## src/design/grid_astar_path_search_top_defines.svh

```systemverilog
// Assertion macros for the grid path search block.
// Used by grid_astar_path_search_top; expects a signal named clock and one named reset.
`ifndef GRID_ASTAR_PATH_SEARCH_TOP_DEFINES_SVH
`define GRID_ASTAR_PATH_SEARCH_TOP_DEFINES_SVH

// condition that must hold at every edge outside reset
`define GAPS_ASSERT_ALWAYS(lbl, expr, msg) \
   lbl: assert property (@(posedge clock) disable iff (reset) (expr)) else $error(msg);

// condition in one cycle implies a condition in the next
`define GAPS_ASSERT_NEXT(lbl, ante, cons, msg) \
   lbl: assert property (@(posedge clock) disable iff (reset) (ante) |=> (cons)) \
      else $error(msg);

`endif

```

## src/design/gaps_ram.sv

```systemverilog
// Generic single-write, single-read RAM with registered read data.
// No dependencies.
`timescale 1ns / 1ps

module gaps_ram #(
   parameter int WIDTH = 8,
   parameter int DEPTH = 16
) (
   input  logic                     clock,
   input  logic                     wr_en,
   input  logic [$clog2(DEPTH)-1:0] wr_addr,
   input  logic [WIDTH-1:0]         wr_data,
   input  logic [$clog2(DEPTH)-1:0] rd_addr,
   output logic [WIDTH-1:0]         rd_data
);

   logic [WIDTH-1:0] mem_ff [DEPTH];
   logic [WIDTH-1:0] rd_data_ff;

   always_ff @(posedge clock) begin
      if (wr_en) begin
         mem_ff[wr_addr] <= wr_data;
      end
      rd_data_ff <= mem_ff[rd_addr];
   end

   assign rd_data = rd_data_ff;

endmodule
```

## config.mk

```make
export PLATFORM = sky130hd
export DESIGN_NAME = gaps_ram
export DESIGN_NICKNAME = d
export VERILOG_FILES = /design/src/design/grid_astar_path_search_top_defines.svh /design/src/design/gaps_ram.sv
export SDC_FILE = /design/constraint.sdc
export NUM_CORES = 1
export LEC_CHECK = 0
export CAP_MARGIN = 5
export CORE_ASPECT_RATIO = 0.5
export CORE_UTILIZATION = 55
export DETAILED_ROUTE_END_ITERATION = 8
export DONT_BUFFER_PORTS = 1
export PLACE_DENSITY = 0.8
export SLEW_MARGIN = 25
export SYNTH_ARGS = -nofsm -noshare
export SYNTH_HDL_FRONTEND = slang
export SYNTH_SLANG_ARGS = --single-unit
```

## constraint.sdc

```tcl
create_clock -name clock -period 2.6 [get_ports clock]
set_input_delay 0 -clock clock [delete_from_list [all_inputs] [get_ports clock]]
set_output_delay 0 -clock clock [all_outputs]
set_load 0.02 [all_outputs]
```

Word-level counts from Yosys, hierarchy flattened
Memory sizes are Yosys's and may differ from the RTL's. A register that Yosys moved wholly into a read port is not among the register bits.
Cells that the tools add are included.
{"block": "totals", "ff_bits": 0, "ramBits": 128, "inputBits": 18, "elab_cells": 3, "n_memories": 1}
{"name": "mem_ff", "words": 16, "word_bits": 8, "read_ports": 1, "rd_ports_with_merged_regs": 1, "wr": 1, "line_no": "gaps_ram.sv:17", "rtl": "logic [WIDTH-1:0] mem_ff [DEPTH];"}
{"block": "op_classes", "mux": 2}
{"operator": "$mux 1", "n": 2}

Logic depth before layout (Yosys ltp)
Gate-level depths: netlist of run 1.
{"block": "logic_depth", "depth_word": 2, "ltp_mapped": 5}

Worst setup path before layout of run 1
OpenSTA, ideal clock, no wires.
{"block": "synth_timing", "path_type": "input port to flip-flop", "startpoint": "in wr_addr[2]", "endpoint": "mem mem_ff[0][0] (enable)", "t_arrival_ps": 1110, "setup_slack_ps": 1107, "stages": 2, "n_path_buf": 0, "path_cell_list": "or3b_2 > nor3_1"}
{"element": "start: declaration", "line_no": "gaps_ram.sv:11", "rtl": "input logic [$clog2(DEPTH)-1:0] wr_addr,"}
{"element": "end: declaration", "line_no": "gaps_ram.sv:17"}
No word-level cell before the write port.

==> flow_metrics.env, run 1 <==
export IMPL_routedWlPerCell_um=28.61
export IMPL_clockBufferDepth=2
export IMPL_holdWs_ns=0.01247
export IMPL_cp_top_family="buffers and inverters"
export IMPL_final_setup_viol_count=0
export IMPL_gp_congestion=0.7399
export IMPL_root_buffer="clkbuf_16"
export IMPL_cts_tree="yes"
export IMPL_dp_hpwl_mm=5.799
export IMPL_drc=0
export IMPL_dieArea_mm2=0.009773
export IMPL_port_buffer_count=0
export IMPL_fin_crit_sh_pct=91.44
export IMPL_r2r_end="rd_data[2]$_DFF_P_"
export IMPL_max_stage_delay_ns=0.59
export IMPL_cp_arrival_ns=2.66
export IMPL_nNetsFinal=277
export IMPL_area_growth_pct=16.50
export IMPL_tightest_slew_ns=1.021
export IMPL_clk_latency_ns=0.41
export IMPL_seq_area_frac_synth_pct=77.78
export IMPL_slew_viol_final=0
export IMPL_fin_crit_ns=2.378
export IMPL_vias=2599
export IMPL_finalInstanceArea_mm2=0.005997
export IMPL_power_leakage_nw=1.991
export IMPL_r2r_setup_slack_ns=0.22
export IMPL_clkSinkCount=136
export IMPL_worstSetupStartpointType="register"
export IMPL_crit_type="register to register"
export IMPL_drive_gt1_share_pct=20.59
export IMPL_p_per_area_mw_per_mm2=844.3
export IMPL_hold_class="input pin to register"
export IMPL_worstSetupPathDepth=5
export IMPL_cts_setup_buffers=0
export IMPL_n_antenna_cell=0
export IMPL_rr_worst_depth=5
export IMPL_min_from="rd_addr[0]"
export IMPL_grt_pass1_wl_mm=16.77
export IMPL_maxSlewHeadroom_pct=31.67
export IMPL_hold_depth=3
export IMPL_instances_no_fill=389
export IMPL_synth_seq_cells=136
export IMPL_cp_end_kind="register"
export IMPL_critPathBufInv=2
export IMPL_synth_fp_nets=247
export IMPL_cp_required_ns=2.88
export IMPL_synth_distinct_cells=19
export IMPL_cts_buffers=17
export IMPL_track_usage_pct=25.59
export IMPL_cap_violations=0
export IMPL_finalWirelength_mm=11.13
export IMPL_hold_path_end="rd_data[6]$_DFF_P_"
export IMPL_grt_remaining_overflow=0
export IMPL_yosys_warnings=0
export IMPL_grt_pass1_vias=2580
export IMPL_netlist_area_mm2=0.005147
export IMPL_dr_pass1_iters=5
export IMPL_row_count=24
export IMPL_timing_rr_start="mem_ff[4][2]$_DFFE_PP_"
export IMPL_slowest_stage="dlygate4sd3_1"
export IMPL_peakVddDrop_uv=460.5
export IMPL_io_pins=26
export IMPL_totalPowerFinal_mw=5.063
export IMPL_design_core_area_mm2=0.008889
export IMPL_rsz0062_at_grt="false"
export IMPL_skew_ns=0.01304
export IMPL_grt_max_degree=29
export IMPL_fmax_mhz=420.6
export IMPL_finalSetupTns_ns=0
export IMPL_crit_top_cell="dlygate4sd3_1"
export IMPL_dp_cells=340
export IMPL_die_h_um=70.41
export IMPL_crit_chain="mux4_1 -> dlygate4sd3_1 -> a22oi_1 -> dlygate4sd3_1 -> nand2_1"
export IMPL_start_util_pct=57.91
export IMPL_antenna_found_initial=0
export IMPL_syn_avg_cell_area_um2=22.48
export IMPL_path_clk_slew_ns=0.06
export IMPL_ant_nets=0
export IMPL_drt_initial_drc_count=357
export IMPL_syn_inst=229
export IMPL_place_area_mm2=0.005238
export IMPL_via_per_inst=6.681
export IMPL_status="completed"
export IMPL_final_hold_viol_count=0
export IMPL_cp_max_fo=1
export IMPL_htree_levels=4
export IMPL_dieWidth_um=138.8
-- stage by stage --
step	setup slack, ns	utilization (%)
floorplan	1.107	-
global placement	1.055	58.92
detailed placement	1.061	58.92
CTS	0.2170	67.53
global route	0.1136	67.47
finish	0.2225	67.47
-- sequential cells by signal, summed over array words and instances (netlist names) --
name / cells
mem_ff: 128
rd_data: 8
-- report_power, final --
part / total [mW] / internal, mW / switching (mW)
Clock: 2.37 / 1.50 / 0.868
Sequential: 2.49 / 2.45 / 0.0395
Combinational: 0.203 / 0.0897 / 0.113
-- cell usage after synthesis --
cell type | instances | area share, %
dfxtp_1 | 8 | 3.1
nor2_1 | 13 | 0.95
nand2_1 | 9 | 0.66
edfxtp_1 | 128 | 75
mux4_2 | 18 | 7.9
buf_4 | 1 | 0.15
clkdlybuf4s25_2 | 3 | 0.58
and2b_1 | 1 | 0.15
buf_2 | 3 | 0.29
or3b_2 | 1 | 0.17
a22oi_1 | 16 | 2.3
nor2b_1 | 1 | 0.12
buf_6 | 3 | 0.66
mux4_1 | 14 | 7.1
nor3_1 | 4 | 0.39
nand3b_1 | 2 | 0.29
nand2b_1 | 2 | 0.24
nand3_1 | 1 | 0.097
and2_1 | 1 | 0.12
-- kinds of logic after synthesis --
| kind of cell | count (synthesis) | share of synthesized area, % |
|---|---|---|
| and+or+nand+nor | 35 | 3.184 |
| DFF | 136 | 77.78 |
| AOI/OAI and AO/OA | 16 | 2.334 |
| muxes | 32 | 15.02 |
| buffers and inverters | 10 | 1.677 |
-- worst reg2reg max path: cells and delay by family, from the launching register on --
| kind | cells | cell delay (ns) |
|---|---|---|
| buffers and inverters | 2 | 1.16 |
| DFF | 1 | 0.38 |
| and+or+nand+nor | 1 | 0.07 |
| AOI/OAI and AO/OA | 1 | 0.14 |
| muxes | 1 | 0.49 |
-- cell usage in the layout, fill, tap and decap left out, types with 2 or more instances in the layout --
cell and instances:
dlygate4sd3_1 15, mux4_2 18, nand2_1 9, nand3b_1 2
edfxtp_1 128, clkinv_2 8, nor3_1 4, nand2b_1 2
a22oi_1 16, nor2_1 13, clkbuf_16 17, bufinv_16 2
mux4_1 14, clkbuf_8 4, dfxtp_1 8, buf_4 4
-- how the worst max path moves through the flow --
stage	from	endpoint	slack, ns
5_1_grt	mem_ff[4][2]$_DFFE_PP_	rd_data[2]$_DFF_P_	0.11
4_1_cts	rd_addr[0]	rd_data[7]$_DFF_P_	0.22
2_1_floorplan	wr_addr[2]	mem_ff[0][0]$_DFFE_PP_	1.11
3_5_place_dp	wr_addr[2]	mem_ff[3][7]$_DFFE_PP_	1.06
6_report	mem_ff[4][2]$_DFFE_PP_	rd_data[2]$_DFF_P_	0.22
3_3_place_gp	wr_addr[2]	mem_ff[1][2]$_DFFE_PP_	1.06
-- layout make-up --
class                           count  area (µm²)
Fill cell                         511        2892
Clock buffer                       22       484.2
Sequential cell                   136        4004
Clock inverter                     10       100.1
Timing Repair Buffer               21       205.2
Multi-Input combinational cell     83        1057
Tap cell                          117       146.4
-- per-layer routing --
layer	track usage, %	vias up	part of all wire (%)
met1	34.23	1325	39
met2	39.73	215	48
met3	7.613	24	11
met5	0	-	0
li1	-	1035	-
met4	11.11	0	2.1
-- timing repair --
| action | 4_1_cts | 5_1_grt |
|---|---|---|
| endpoints found under the hold margin | 168 | 0 |
| gates resized for setup | 0 | 0 |
| hold buffers | 17 | 0 |
Power figures use the tool's default switching activity.
==> run 2, diff against run 1 <==
--- a/config.mk
+++ b/config.mk
@@ -7,10 +7,10 @@
 export LEC_CHECK = 0
 export CAP_MARGIN = 5
 export CORE_ASPECT_RATIO = 0.5
-export CORE_UTILIZATION = 55
+export CORE_UTILIZATION = 62
 export DETAILED_ROUTE_END_ITERATION = 8
 export DONT_BUFFER_PORTS = 1
-export PLACE_DENSITY = 0.8
+export PLACE_DENSITY = 0.88
 export SLEW_MARGIN = 25
 export SYNTH_ARGS = -nofsm -noshare
 export SYNTH_HDL_FRONTEND = slang
==> flow_metrics.env, run 2 (synthesis results as in run 1) <==
export IMPL_ant_nets=0
export IMPL_drive_gt1_share_pct=19.49
export IMPL_crit_type="register to register"
export IMPL_cp_required_ns=2.89
export IMPL_port_buffer_count=0
export IMPL_cts_buffers=17
export IMPL_peakVddDrop_uv=745.7
export IMPL_totalPowerFinal_mw=5.027
export IMPL_io_pins=26
export IMPL_final_hold_viol_count=0
export IMPL_cts_tree="yes"
export IMPL_cp_max_fo=1
export IMPL_area_growth_pct=16.04
export IMPL_power_leakage_nw=1.963
export IMPL_clk_latency_ns=0.43
export IMPL_status="completed"
export IMPL_grt_pass1_wl_mm=17.26
export IMPL_clkSinkCount=136
export IMPL_grt_remaining_overflow=0
export IMPL_rsz0062_at_grt="false"
export IMPL_die_h_um=66.43
export IMPL_routedWlPerCell_um=31.64
export IMPL_n_antenna_cell=0
export IMPL_gp_congestion=0.7391
export IMPL_slew_viol_final=0
export IMPL_path_clk_slew_ns=0.06
export IMPL_post_cts_resized=0
export IMPL_hold_depth=3
export IMPL_root_buffer="clkbuf_16"
export IMPL_row_count=23
export IMPL_nNetsFinal=277
export IMPL_grt_pass1_vias=2595
export IMPL_cp_arrival_ns=2.61
export IMPL_track_usage_pct=31.19
export IMPL_clockBufferDepth=2
export IMPL_worstSetupStartpointType="register"
export IMPL_largest_reg_flops=128
export IMPL_dieArea_mm2=0.008693
export IMPL_fmax_mhz=432.0
export IMPL_cts_setup_buffers=0
export IMPL_final_setup_viol_count=0
export IMPL_via_per_inst=6.997
export IMPL_skew_ns=0.02691
export IMPL_dr_pass1_iters=5
export IMPL_maxSlewHeadroom_pct=38.63
export IMPL_drt_initial_drc_count=461
export IMPL_htree_levels=4
export IMPL_dieWidth_um=130.9
export IMPL_fin_ws_ns=0.2852
export IMPL_mostFrequentLayoutCell="edfxtp_1"
export IMPL_final_cell_mix="edfxtp_1, mux4_2, clkbuf_16"
export IMPL_fin_crit_ns=2.315
export IMPL_design_core_area_mm2=0.008029
export IMPL_dp_hpwl_mm=5.707
export IMPL_fin_crit_sh_pct=89.03
export IMPL_start_util_pct=64.11
export IMPL_cp_end_kind="register"
export IMPL_vias=2687
export IMPL_finalSetupTns_ns=0
export IMPL_tightest_slew_ns=0.9172
export IMPL_post_place_ws_ns=1.068
export IMPL_hold_class="input pin to register"
export IMPL_drc=0
export IMPL_cap_violations=0
export IMPL_p_per_area_mw_per_mm2=841.6
export IMPL_grt_max_degree=27
export IMPL_finalWirelength_mm=12.15
export IMPL_antenna_found_initial=0
export IMPL_top_register="mem_ff"
export IMPL_rr_worst_depth=5
[run 2: changes by cell type in the layout (fill, tap and decap cells not counted), sizes merged]
cell / change
clkbuf: -6
clkinv: +2
dlygate4sd3: +1
clkinvlp: +3
[run 2: repair_timing]
action / CTS / global route
endpoints found under the hold margin: 168 / 0
hold buffers: 17 / 0
endpoints found under the setup margin: 0 / 0
[run 2: cell type report]
| type | instances | area (µm²) |
|---|---|---|
| timing repair buffer | 21 | 210.2 |
| clock buffer | 17 | 425.4 |
| sequential | 136 | 4004 |
| fill | 377 | 2056 |
| clock inverter | 15 | 136.4 |
| multi-input combinational | 83 | 1057 |
| tap | 112 | 140.1 |
[run 2: per-stage QoR]
step                      area, µm²  utilization [%]  hold WS (ns)  cells
after floorplan                5147                -       0.09887    229
after global placement         5231            65.16       0.09958    335
after detailed placement       5231            65.16       0.09938    335
after CTS                      5973            74.40      0.001006    384
after global routing           5973            74.40      0.005733    384
final                          5973            74.40      0.009079    384
[run 2: path summary, 6_finish.rpt]
kind	from	to	slack [ns]
worst min-delay path	rd_addr[0]	rd_data[4]$_DFF_P_	0.009
worst max-delay path	mem_ff[15][3]$_DFFE_PP_	rd_data[3]$_DFF_P_	0.29
worst max register to register	mem_ff[15][3]$_DFFE_PP_	rd_data[3]$_DFF_P_	0.29
worst min register to register	mem_ff[15][7]$_DFFE_PP_	rd_data[7]$_DFF_P_	0.69
[run 2: critical path: stages (launching register included)]
cell and delay, ns:
edfxtp_1 0.37, mux4_2 0.47, dlygate4sd3_1 0.58, a22oi_1 0.14, dlygate4sd3_1 0.58, nand2_1 0.06
[run 2: where the power goes]
group          switching [mW]  internal [mW]  total (mW)
Combinational           0.120         0.0895       0.209
Clock                   0.934           1.39        2.33
Sequential             0.0379           2.45        2.49
Total                    1.09           3.94        5.03
[run 2: layer usage]
metal | up-vias | wire, µm | GRT usage (%)
li1 | 1039 | - | -
met1 | 1375 | 4747 | 43.40
met2 | 236 | 5554 | 45.17
met3 | 37 | 1471 | 10.44
met4 | 0 | 374 | 14.51
met5 | - | 0 | 0
==> run 3, diff against run 2 <==
--- a/config.mk
+++ b/config.mk
@@ -10,7 +10,7 @@
 export CORE_UTILIZATION = 62
 export DETAILED_ROUTE_END_ITERATION = 8
 export DONT_BUFFER_PORTS = 1
-export PLACE_DENSITY = 0.88
+export PLACE_DENSITY = 0.78
 export SLEW_MARGIN = 25
 export SYNTH_ARGS = -nofsm -noshare
 export SYNTH_HDL_FRONTEND = slang
==> flow_metrics.env, run 3 (synthesis results as in run 1) <==
export IMPL_status="completed"
export IMPL_ant_nets=0
export IMPL_swShare_pct=19.74
export IMPL_fin_ws_ns=0.2788
export IMPL_crit_top_cell="dlygate4sd3_1"
export IMPL_cts_tree="yes"
export IMPL_slowest_stage="dlygate4sd3_1"
export IMPL_cp_required_ns=2.89
export IMPL_mostFrequentLayoutCell="edfxtp_1"
export IMPL_io_pins=26
export IMPL_dieArea_mm2=0.008693
export IMPL_instances_no_fill=384
export IMPL_cap_violations=0
export IMPL_finalSetupTns_ns=0
export IMPL_finalInstanceArea_mm2=0.005984
export IMPL_dr_pass1_iters=4
export IMPL_grt_remaining_overflow=0
export IMPL_dp_hpwl_mm=5.651
export IMPL_skew_ns=0.01114
export IMPL_antenna_found_initial=0
export IMPL_maxSlewHeadroom_pct=35.84
export IMPL_via_per_inst=6.391
export IMPL_worstSetupStartpointType="register"
export IMPL_clk_latency_ns=0.42
export IMPL_slew_viol_final=0
export IMPL_start_util_pct=64.11
export IMPL_finalWirelength_mm=10.79
export IMPL_crit_chain="mux4_1 -> dlygate4sd3_1 -> a22oi_1 -> dlygate4sd3_1 -> nand2_1"
export IMPL_final_hold_viol_count=0
export IMPL_cts_setup_buffers=0
export IMPL_port_buffer_count=0
export IMPL_internal_power_mw=3.985
export IMPL_dp_cells=335
export IMPL_vias=2454
export IMPL_cp_arrival_ns=2.61
export IMPL_place_area_mm2=0.005231
export IMPL_fin_crit_ns=2.321
export IMPL_largest_reg_flops=128
export IMPL_n_antenna_cell=0
export IMPL_grt_pass1_wl_mm=15.88
export IMPL_cp_end_kind="register"
export IMPL_clkPwrFrac_pct=45.6
export IMPL_root_buffer="clkbuf_16"
export IMPL_gp_congestion=0.7938
export IMPL_track_usage_pct=29.12
export IMPL_nNetsFinal=277
export IMPL_row_count=23
export IMPL_seq_power_share_pct=50.2
export IMPL_htree_levels=4
export IMPL_power_switching_mw=0.9801
export IMPL_hold_class="input pin to register"
export IMPL_drive_gt1_share_pct=18.75
export IMPL_routedWlPerCell_um=28.09
export IMPL_cts_buffers=17
export IMPL_power_leakage_nw=1.973
export IMPL_grt_max_degree=32
export IMPL_clockBufferDepth=2
export IMPL_p_per_area_mw_per_mm2=829.7
export IMPL_drc=0
export IMPL_top_register="mem_ff"
export IMPL_tightest_slew_ns=0.9588
export IMPL_final_setup_viol_count=0
export IMPL_cp_top_family="buffers and inverters"
export IMPL_design_core_area_mm2=0.008029
export IMPL_r2r_setup_slack_ns=0.28
export IMPL_rsz0062_at_grt="false"
export IMPL_drt_initial_drc_count=272
export IMPL_fmax_mhz=430.8
export IMPL_fillerInstances=418
export IMPL_totalPowerFinal_mw=4.966
export IMPL_comb_power_share_pct=4.2
export IMPL_max_stage_delay_ns=0.58
export IMPL_clkSinkCount=136
export IMPL_dieWidth_um=130.9
export IMPL_post_place_ws_ns=1.009
export IMPL_path_clk_slew_ns=0.06
export IMPL_fin_crit_sh_pct=89.28
export IMPL_final_cell_mix="edfxtp_1, mux4_2, clkbuf_16"
export IMPL_grt_pass1_vias=2506
export IMPL_crit_type="register to register"
export IMPL_peakVddDrop_uv=666.5
export IMPL_critPathBufInv=2
export IMPL_cp_max_fo=1
export IMPL_die_h_um=66.43
export IMPL_area_growth_pct=16.26
[run 3: repair_timing]
action | in CTS | in global routing
hold endpoints to repair | 168 | 0
resized for setup | 0 | 0
hold buffers | 17 | 0
setup endpoints to repair | 0 | 0
[run 3: tightest hold or removal path: stages]
cell and delay [ns]:
mux4_2 0.21, a22oi_1 0.11, nand2_1 0.08
[run 3: final cells by class]
class / instances / area (µm²) / area share, %
flip-flops and latches: 136 / 4004 / 66.90
multi-input cells: 83 / 1060 / 17.71
clock buffers: 29 / 520.5 / 8.697
repair buffers: 21 / 220.2 / 3.680
well taps: 112 / 140.1 / 2.342
clock inverters: 3 / 40.04 / 0.6690
[run 3: metal layers]
| metal | vias up | routed length (µm) | track usage, % |
|---|---|---|---|
| li1 | 1038 | - | - |
| met2 | 133 | 4834 | 40.94 |
| met5 | - | 0 | 0 |
| met3 | 20 | 1183 | 13.11 |
| met4 | 0 | 238 | 11.06 |
| met1 | 1263 | 4530 | 40.23 |
[run 3: worst paths after layout]
check | from | endpoint | cells after the start
setup / recovery | mem_ff[5][3]$_DFFE_PP_ | rd_data[3]$_DFF_P_ | 5
hold / removal | rd_addr[0] | rd_data[5]$_DFF_P_ | 3
setup reg to reg | mem_ff[5][3]$_DFFE_PP_ | rd_data[3]$_DFF_P_ | 5
hold reg to reg | mem_ff[0][5]$_DFFE_PP_ | rd_data[5]$_DFF_P_ | 3
[run 3: metrics by stage]
step                      hold slack [ns]  utilization, %
final                             0.01779           74.54
after global routing              0.01056           74.54
after CTS                       0.0001998           74.51
after detailed placement          0.09950           65.16
after global placement            0.09964           65.16
after floorplan                   0.09887               -
[run 3: power groups by stage]
| stage | combinational (mW) | sequential (mW) | clock, mW |
|---|---|---|---|
| 2_1_floorplan | 0.124 | 2.53 | 0 |
| 3_3_place_gp | 0.125 | 2.53 | 0 |
| 3_5_place_dp | 0.127 | 2.54 | 0 |
| 4_1_cts | 0.205 | 2.49 | 2.26 |
| 5_1_grt | 0.222 | 2.50 | 2.38 |
| 6_report | 0.208 | 2.49 | 2.26 |
